### config.mk
export PLATFORM = sky130hd
export DESIGN_NAME = keyboard_mouse_event_decoder_core
export DESIGN_NICKNAME = d
export VERILOG_FILES = /design/src/rtl/kmed_pkg.sv /design/src/rtl/kmed_in_stage.sv /design/src/rtl/kmed_state.sv /design/src/rtl/keyboard_mouse_event_decoder_core.sv
export VERILOG_INCLUDE_DIRS = /design/src /design/src/rtl
export SDC_FILE = /design/constraint.sdc
export NUM_CORES = 1
export LEC_CHECK = 0
export ABC_CLOCK_PERIOD_IN_PS = 4700
export BUFFER_PORTS_ARGS = -buffer_cell sky130_fd_sc_hd__buf_2
export CORE_MARGIN = 3
export CORE_UTILIZATION = 43
export DETAILED_ROUTE_END_ITERATION = 6
export HOLD_SLACK_MARGIN = 0.12
export PLACE_DENSITY = 0.66
export RECOVER_POWER = 50
export SYNTH_ARGS = -nofsm -noshare
export SYNTH_HDL_FRONTEND = slang
export SYNTH_SLANG_ARGS = --single-unit
### constraint.sdc
create_clock -name i_clk -period 4.7 [get_ports i_clk]
set_clock_uncertainty 0.15 [all_clocks]
set_input_delay 0.705 -clock i_clk [delete_from_list [all_inputs] [get_ports i_clk]]
set_output_delay 0.705 -clock i_clk [all_outputs]
set_load 0.02 [all_outputs]
### src/rtl/keyboard_mouse_event_decoder_core_defines.svh
// Assertion macros for the keyboard and mouse event decoder RTL.
// Expects i_clk and i_rst_n in the scope where a macro is used.
`ifndef KEYBOARD_MOUSE_EVENT_DECODER_CORE_DEFINES_SVH
`define KEYBOARD_MOUSE_EVENT_DECODER_CORE_DEFINES_SVH

// Consequent must hold in the cycle after the antecedent.
`define KMED_ASSERT_NEXT(lbl, ante, cons, msg) \
    lbl: assert property (@(posedge i_clk) disable iff (!i_rst_n) (ante) |=> (cons)) \
        else $error(msg);

// Consequent must hold in the same cycle as the antecedent.
`define KMED_ASSERT_NOW(lbl, ante, cons, msg) \
    lbl: assert property (@(posedge i_clk) disable iff (!i_rst_n) (ante) |-> (cons)) \
        else $error(msg);

`endif

### src/rtl/kmed_pkg.sv
// Types and codes for the keyboard and mouse event decoder.
// No dependencies.
package kmed_pkg;

    localparam logic [7:0] MOUSE_CODE    = 8'h7e;
    localparam logic [7:0] CMD_PRESS     = 8'h37;
    localparam logic [7:0] CMD_RELEASE   = 8'hb7;
    localparam logic [7:0] SHIFT_PRESS   = 8'h38;
    localparam logic [7:0] SHIFT_RELEASE = 8'hb8;
    localparam logic [7:0] CAPS_PRESS    = 8'h39;
    localparam logic [7:0] CAPS_RELEASE  = 8'hb9;
    localparam logic [7:0] OPT_PRESS     = 8'h3a;
    localparam logic [7:0] OPT_RELEASE   = 8'hba;
    localparam logic [7:0] CTRL_PRESS    = 8'h36;
    localparam logic [7:0] CTRL_RELEASE  = 8'hb6;

    localparam int MOD_SHIFT = 0;
    localparam int MOD_CAPS  = 1;
    localparam int MOD_OPT   = 2;
    localparam int MOD_CTRL  = 3;
    localparam int MOD_CMD   = 4;

    localparam int EV_BUT = 0;
    localparam int EV_MOV = 1;
    localparam int EV_KEY = 2;

    localparam int IN_TDATA_W  = 56;
    localparam int OUT_TDATA_W = 128;

    typedef struct packed {
        logic [7:0]  event_code;
        logic [7:0]  mouse_x_byte;
        logic [7:0]  mouse_y_byte;
        logic [31:0] now_ticks;
    } t_event;

    typedef struct packed {
        logic [2:0]  event_mask;
        logic        mouse_enable;
        logic [7:0]  key_code;
        logic [15:0] modifier_flags;
        logic [15:0] cursor_x;
        logic [15:0] cursor_y;
        logic        button_down;
        logic [31:0] button_tick;
        logic [31:0] button_tick_alt;
    } t_result;

    typedef struct packed {
        logic valid;
        logic advance;
    } t_stage_ctl;

endpackage

### src/rtl/kmed_in_stage.sv
// Input register of the event decoder: holds one accepted item.
// Depends on kmed_pkg.
module kmed_in_stage (
    input  logic                  i_clk,
    input  logic                  i_rst_n,
    input  logic                  i_load,
    input  logic                  i_advance,
    input  kmed_pkg::t_event      i_item,
    output kmed_pkg::t_event      o_item,
    output logic                  o_valid
);
    import kmed_pkg::*;

    logic   r_valid;
    t_event r_item;

    always_ff @(posedge i_clk) begin
        if (!i_rst_n) begin
            r_valid <= 1'b0;
        end else if (i_load) begin
            r_valid <= 1'b1;
        end else if (i_advance) begin
            r_valid <= 1'b0;
        end
    end

    always_ff @(posedge i_clk) begin
        if (i_load) begin
            r_item <= i_item;
        end
    end

    assign o_item  = r_item;
    assign o_valid = r_valid;

endmodule

### src/rtl/kmed_state.sv
// Decoder state and its single-pass update for one event.
// Depends on kmed_pkg and keyboard_mouse_event_decoder_core_defines.svh.
module kmed_state (
    input  logic                  i_clk,
    input  logic                  i_rst_n,
    input  kmed_pkg::t_stage_ctl  i_ctl,
    input  kmed_pkg::t_event      i_item,
    output kmed_pkg::t_result     o_res
);
    import kmed_pkg::*;
    `include "keyboard_mouse_event_decoder_core_defines.svh"

    logic [4:0]  r_mod,   n_mod;
    logic [7:0]  r_key,   n_key;
    logic        r_btn,   n_btn;
    logic [31:0] r_stamp, n_stamp;
    logic [31:0] r_alt,   n_alt;
    logic [15:0] r_cx,    n_cx;
    logic [15:0] r_cy,    n_cy;
    logic [2:0]  mask;
    logic        is_mouse;
    logic        lvl;

    assign is_mouse = (i_item.event_code == MOUSE_CODE);
    assign lvl      = i_item.mouse_x_byte[7];

    always_comb begin
        n_mod   = r_mod;
        n_key   = r_key;
        n_btn   = r_btn;
        n_stamp = r_stamp;
        n_alt   = r_alt;
        n_cx    = r_cx;
        n_cy    = r_cy;
        mask    = '0;
        if (is_mouse) begin
            if (lvl != r_btn) begin
                n_btn        = lvl;
                n_stamp      = i_item.now_ticks;
                n_alt        = r_alt + (i_item.now_ticks - r_stamp);
                mask[EV_BUT] = 1'b1;
            end
            mask[EV_MOV] = (i_item.mouse_x_byte[6:0] != 7'd0) ||
                           (i_item.mouse_y_byte[6:0] != 7'd0);
            n_cx = r_cx + {{9{i_item.mouse_x_byte[6]}}, i_item.mouse_x_byte[6:0]};
            n_cy = r_cy + {{9{i_item.mouse_y_byte[6]}}, i_item.mouse_y_byte[6:0]};
        end else begin
            case (i_item.event_code)
                CMD_PRESS:     n_mod[MOD_CMD]   = 1'b1;
                CMD_RELEASE:   n_mod[MOD_CMD]   = 1'b0;
                SHIFT_PRESS:   n_mod[MOD_SHIFT] = 1'b1;
                SHIFT_RELEASE: n_mod[MOD_SHIFT] = 1'b0;
                CAPS_PRESS:    n_mod[MOD_CAPS]  = 1'b1;
                CAPS_RELEASE:  n_mod[MOD_CAPS]  = 1'b0;
                OPT_PRESS:     n_mod[MOD_OPT]   = 1'b1;
                OPT_RELEASE:   n_mod[MOD_OPT]   = 1'b0;
                CTRL_PRESS:    n_mod[MOD_CTRL]  = 1'b1;
                CTRL_RELEASE:  n_mod[MOD_CTRL]  = 1'b0;
                default: begin
                    n_key        = i_item.event_code;
                    mask[EV_KEY] = 1'b1;
                end
            endcase
        end
    end

    always_ff @(posedge i_clk) begin
        if (!i_rst_n) begin
            r_mod   <= '0;
            r_key   <= '0;
            r_btn   <= 1'b0;
            r_stamp <= '0;
            r_alt   <= '0;
            r_cx    <= '0;
            r_cy    <= '0;
        end else if (i_ctl.advance) begin
            r_mod   <= n_mod;
            r_key   <= n_key;
            r_btn   <= n_btn;
            r_stamp <= n_stamp;
            r_alt   <= n_alt;
            r_cx    <= n_cx;
            r_cy    <= n_cy;
        end
    end

    always_comb begin
        o_res.event_mask      = mask;
        o_res.mouse_enable    = mask[EV_MOV];
        o_res.key_code        = n_key;
        o_res.modifier_flags  = {n_mod[MOD_CMD], 11'd0, n_mod[3:0]};
        o_res.cursor_x        = n_cx;
        o_res.cursor_y        = n_cy;
        o_res.button_down     = n_btn;
        o_res.button_tick     = n_stamp;
        o_res.button_tick_alt = n_alt;
    end

    `KMED_ASSERT_NOW(a_adv_needs_valid, i_ctl.advance, i_ctl.valid, "advance without item")
    `KMED_ASSERT_NEXT(a_key_keeps_cursor, i_ctl.advance && !is_mouse,
                      $stable(r_cx) && $stable(r_cy) && $stable(r_btn), "key event moved mouse")
    `KMED_ASSERT_NEXT(a_mouse_keeps_keys, i_ctl.advance && is_mouse,
                      $stable(r_key) && $stable(r_mod), "mouse event changed keys")
    `KMED_ASSERT_NEXT(a_button_flag, i_ctl.advance && mask[EV_BUT],
                      r_btn != $past(r_btn), "button flag without change")
    `KMED_ASSERT_NEXT(a_idle_holds, !i_ctl.advance,
                      $stable(r_stamp) && $stable(r_alt) && $stable(r_cx), "state moved while idle")

endmodule

### src/rtl/keyboard_mouse_event_decoder_core.sv
// Pipeline: input register, then result register; o_m_tvalid rises once an accepted item has
// been registered in both, and the result is held until it is taken.
// Throughput: one item per cycle; the input side drops ready only when both registers hold an
// item and the result is not taken.
// Reset: synchronous, active low; clears all decoder state and both valid flags.
// Depends on kmed_pkg, kmed_in_stage and kmed_state.
module keyboard_mouse_event_decoder_core (
    input  logic                            i_clk,
    input  logic                            i_rst_n,
    input  logic                            i_s_tvalid,
    output logic                            o_s_tready,
    // event_code, mouse_x_byte, mouse_y_byte, now_ticks
    input  logic [kmed_pkg::IN_TDATA_W-1:0]  i_s_tdata,
    output logic                            o_m_tvalid,
    input  logic                            i_m_tready,
    // event_mask, mouse_enable, key_code, modifier_flags, cursor_x, cursor_y,
    // button_down, button_tick, button_tick_alt, zero pad
    output logic [kmed_pkg::OUT_TDATA_W-1:0] o_m_tdata
);
    import kmed_pkg::*;

    t_event     in_item;
    t_event     stage_item;
    t_result    res;
    t_stage_ctl ctl;
    logic       stage_valid;
    logic       advance;
    logic       load;
    logic       r_out_valid;
    t_result    r_out;

    assign in_item = '{event_code:   i_s_tdata[7:0],
                       mouse_x_byte: i_s_tdata[15:8],
                       mouse_y_byte: i_s_tdata[23:16],
                       now_ticks:    i_s_tdata[55:24]};

    assign advance    = stage_valid && (!r_out_valid || i_m_tready);
    assign ctl        = '{valid: stage_valid, advance: advance};
    assign o_s_tready = !stage_valid || advance;
    assign load       = i_s_tvalid && o_s_tready;

    kmed_in_stage u_in_stage (
        .i_clk     (i_clk),
        .i_rst_n   (i_rst_n),
        .i_load    (load),
        .i_advance (advance),
        .i_item    (in_item),
        .o_item    (stage_item),
        .o_valid   (stage_valid)
    );

    kmed_state u_state (
        .i_clk   (i_clk),
        .i_rst_n (i_rst_n),
        .i_ctl   (ctl),
        .i_item  (stage_item),
        .o_res   (res)
    );

    always_ff @(posedge i_clk) begin
        if (!i_rst_n) begin
            r_out_valid <= 1'b0;
        end else if (advance) begin
            r_out_valid <= 1'b1;
        end else if (i_m_tready) begin
            r_out_valid <= 1'b0;
        end
    end

    always_ff @(posedge i_clk) begin
        if (advance) begin
            r_out <= res;
        end
    end

    assign o_m_tvalid = r_out_valid;
    assign o_m_tdata  = {3'd0, r_out.button_tick_alt, r_out.button_tick, r_out.button_down,
                         r_out.cursor_y, r_out.cursor_x, r_out.modifier_flags,
                         r_out.key_code, r_out.mouse_enable, r_out.event_mask};

endmodule
==> run_results.csv <==
group,metric,value,unit
worst_setup_path,cp.required,4940,ps
clock_network,clk_path_buf_depth,3,
detailed_routing,vias_per_cell,5.14,
floorplanning,die_h,190,um
floorplanning,rows,66,
run_status,status,"complete, but fails checks",
worst_setup_path,worst_r2r_endpoint,"u_state.r_cy[7]",
synthesis,synth_seq_cells,280,
final_layout,final_cell_mix,"283 x nand2_1, 168 x edfxtp_1, 142 x inv_1, 128 x clkbuf_1, 112 x dfxtp_1",
placed_design,dp_cells,2055,
worst_setup_path,startpoint_type,"flip-flop",
synthesis,synthesis.yosys.warnings,0,
timing,worstMarginPinSlew,2130,ps
job,maxCapViolations,2,
global_routing,grt_pass1_wl,55000,um
worst_setup_path,rr_startpoint,"o_m_tvalid",
clock_network,cts_hold_buffers,0,
timing,hold_viol,0,
final_layout,nets,1804,
clock_network,post-cts-setup-buffers,0,
timing,fmax,259,MHz
synthesis,syn_area_per_cell,9.75,um^2
global_routing,grt_usage,18.6,%
floorplanning,die_x,190,um
detailed_routing,routed_wirelength,33800,um
final_layout,diodes,0,
timing,setup_viol_count_final,0,
worst_hold_path,hold_class,"input pin to flip-flop",
floorplanning,core_area,32900,um^2
synthesis,ys_types,75,
timing,tns,0,ps
detailed_routing,vias,10900,
placed_design,io_buffers,174,
worst_setup_path,crit_fanout,56,
synthesis,synthFlopType,"edfxtp_1",
global_routing,antenna_found_initial,1,
synthesis,synth.cell_area,14500,um^2
power,power_density,353,nW/um^2
timing,period_share,82.2,%
worst_hold_path,hold_start,"i_s_tdata[25]",
floorplanning,ios,190,
run_status,violations,"capacitance limit, slew limit",
synthesis,async_flop_share,0,%
power,p_leak,6.51,nW
timing,rsz0062_at_grt,"false",
clock_network,htreeDepth,2,
clock_network,cts.clk_slew.worst_paths,60,ps
worst_setup_path,ff2ff_setup_slack,840,ps
detailed_routing,first_pass_iters,4,
clock_network,cts.repair.resized,0,
synthesis,synth_seq_area_share,50.3,%
timing,max-slew-margin-rel,-42.3,%
detailed_routing,wire_per_inst,15.9,um
worst_setup_path,reg2reg_depth,6,
final_layout,syn_to_final_growth,14.8,%
clock_network,cts_tree,"done",
worst_setup_path,worstSetupPathType,"flip-flop to flip-flop",
floorplanning,initial_core_util,44.1,%
synthesis,synth_edf_count,168,
detailed_routing,antenna_left,0,
floorplanning,die_area,35900,um^2
worst_setup_path,cp-end-kind,"flip-flop",
final_layout,drive_gt1_share,9.13,%
clock_network,cts_root_buffer,"clkbuf_16",
worst_hold_path,min_to,"u_in_stage.o_item[1]",
clock_network,clock-sinks,280,
clock_network,cts_made_buffers,34,
global_routing,grt_pass1_vias,10800,
timing,layout_min_cycle_time,3860,ps
final_layout,final_common_cell,"nand2_1",
timing,report.final.slew_viol_count,59,
clock_network,clk_latency,510,ps
final_layout,final_cells,2117,
synthesis,syn-instance-count,1486,
worst_setup_path,crit_arrival,4100,ps
placed_design,gp_congestion,0.867,
detailed_routing,drc,0,
placed_design,dp_hpwl,23100,um
detailed_routing,drt_iter0_drc,589,
power,vdd_ir_drop_max,0.251,mV
global_routing,grt_max_degree,65,
global_routing,grt-ovfl-total,0,
worst_hold_path,hold_depth,1,
[cell families (layout without fill, tap and decap cells)]
family	after synthesis	count (layout)	synth area share, %
fa+ha+maj	95	95	9.91
flops	280	280	50.3
xor+xnor	48	48	2.90
buf+inv	222	398	6.34
other cells	1	14	0.0259
mux	21	21	1.54
compound gates	343	343	14.7
simple gates	476	476	14.3
[area by class of cell]
class	instances	area (um^2)
well taps	442	553
inverters	144	542
multi-input cells	997	6320
clock buffers	45	912
fillers	3131	16200
clock inverters	17	168
flip-flops and latches	280	7290
repair buffers	192	850
[sequential cells by signal, summed over array words and instances, names as in the netlist]
name / flops
u_state.r_key: 8
u_state.r_stamp: 32
u_state.r_btn: 1
o_m_tvalid: 1
u_state.r_alt: 32
u_state.r_mod: 5
u_in_stage.o_valid: 1
o_m_tdata: 113
u_in_stage.o_item: 55
u_state.r_cx: 16
u_state.r_cy: 16
[report_power, final]
group / switching [W] / total [W] / internal, W
registers: 0.0000373 / 0.00272 / 0.00268
logic: 0.000419 / 0.000637 / 0.000217
clock network: 0.00102 / 0.00252 / 0.00149
[critical path: stages (launching register included)]
cell        delay, ps
dfxtp_1           320
nor2b_1           250
nand2b_1          230
clkinvlp_2       1060
clkbuf_2         1080
o21ai_0           410
o21ba_2           190
[worst max-delay path by stage]
stage	cells after the start	start	to
final	6	o_m_tvalid	u_state.r_cy[7]
after global routing	6	o_m_tvalid	u_state.r_cy[8]
after CTS	12	u_in_stage.o_item[8]	o_m_tdata[120]
after detailed placement	12	u_in_stage.o_item[6]	o_m_tdata[120]
after global placement	12	u_in_stage.o_item[6]	o_m_tdata[120]
after floorplan	13	u_in_stage.o_item[13]	o_m_tdata[117]
[cell usage after synthesis, drive strengths merged (5+ instances only)]
library cell    n  area [um^2]
a21o           23          174
o211ai          5         37.5
ha             62          776
and2            8         51.3
buf            29          194
o31ai          13          103
nand2         284         1070
mux2           10          113
and3            5         31.3
edfxtp        168         5040
o21ai         113          566
nand2b         10         62.6
o211a           6         60.1
a311oi          5         56.3
nor4            5         31.3
o21a           10         75.1
nand4          16          100
o21bai          7         52.6
fa             33          661
a21oi         101          513
inv           144          541
nor2           73          277
a31oi          13         81.3
nand3          20          100
xor2           27          236
nor3           19          106
mux2i          11          110
nor2b           9         56.3
clkbuf         49          184
or3            12         75.1
dfxtp         112         2240
a211oi          9         67.6
xnor2          21          184
[metrics by stage]
step | utilization [%] | hold WS [ps] | total power (W) | instance area (um^2) | setup slack, ps
global placement | 47.9 | 288 | 0.00340 | 15700 | 906
finish | 50.6 | 221 | 0.00587 | 16600 | 838
global route | 50.6 | 194 | 0.00614 | 16600 | 350
floorplan | - | 283 | 0.00324 | 14500 | 1230
detailed placement | 47.9 | 298 | 0.00341 | 15700 | 889
CTS | 51.2 | 196 | 0.00596 | 16800 | 884
[layer usage]
metal | routed length, um | vias up | track usage, %
li1 | - | 5450 | -
met1 | 15800 | 5154 | 25.5
met2 | 15500 | 232 | 30.6
met3 | 1580 | 52 | 3.02
met4 | 806 | 2 | 5.32
met5 | 20 | - | 0
Power figures use the tool's default switching activity.
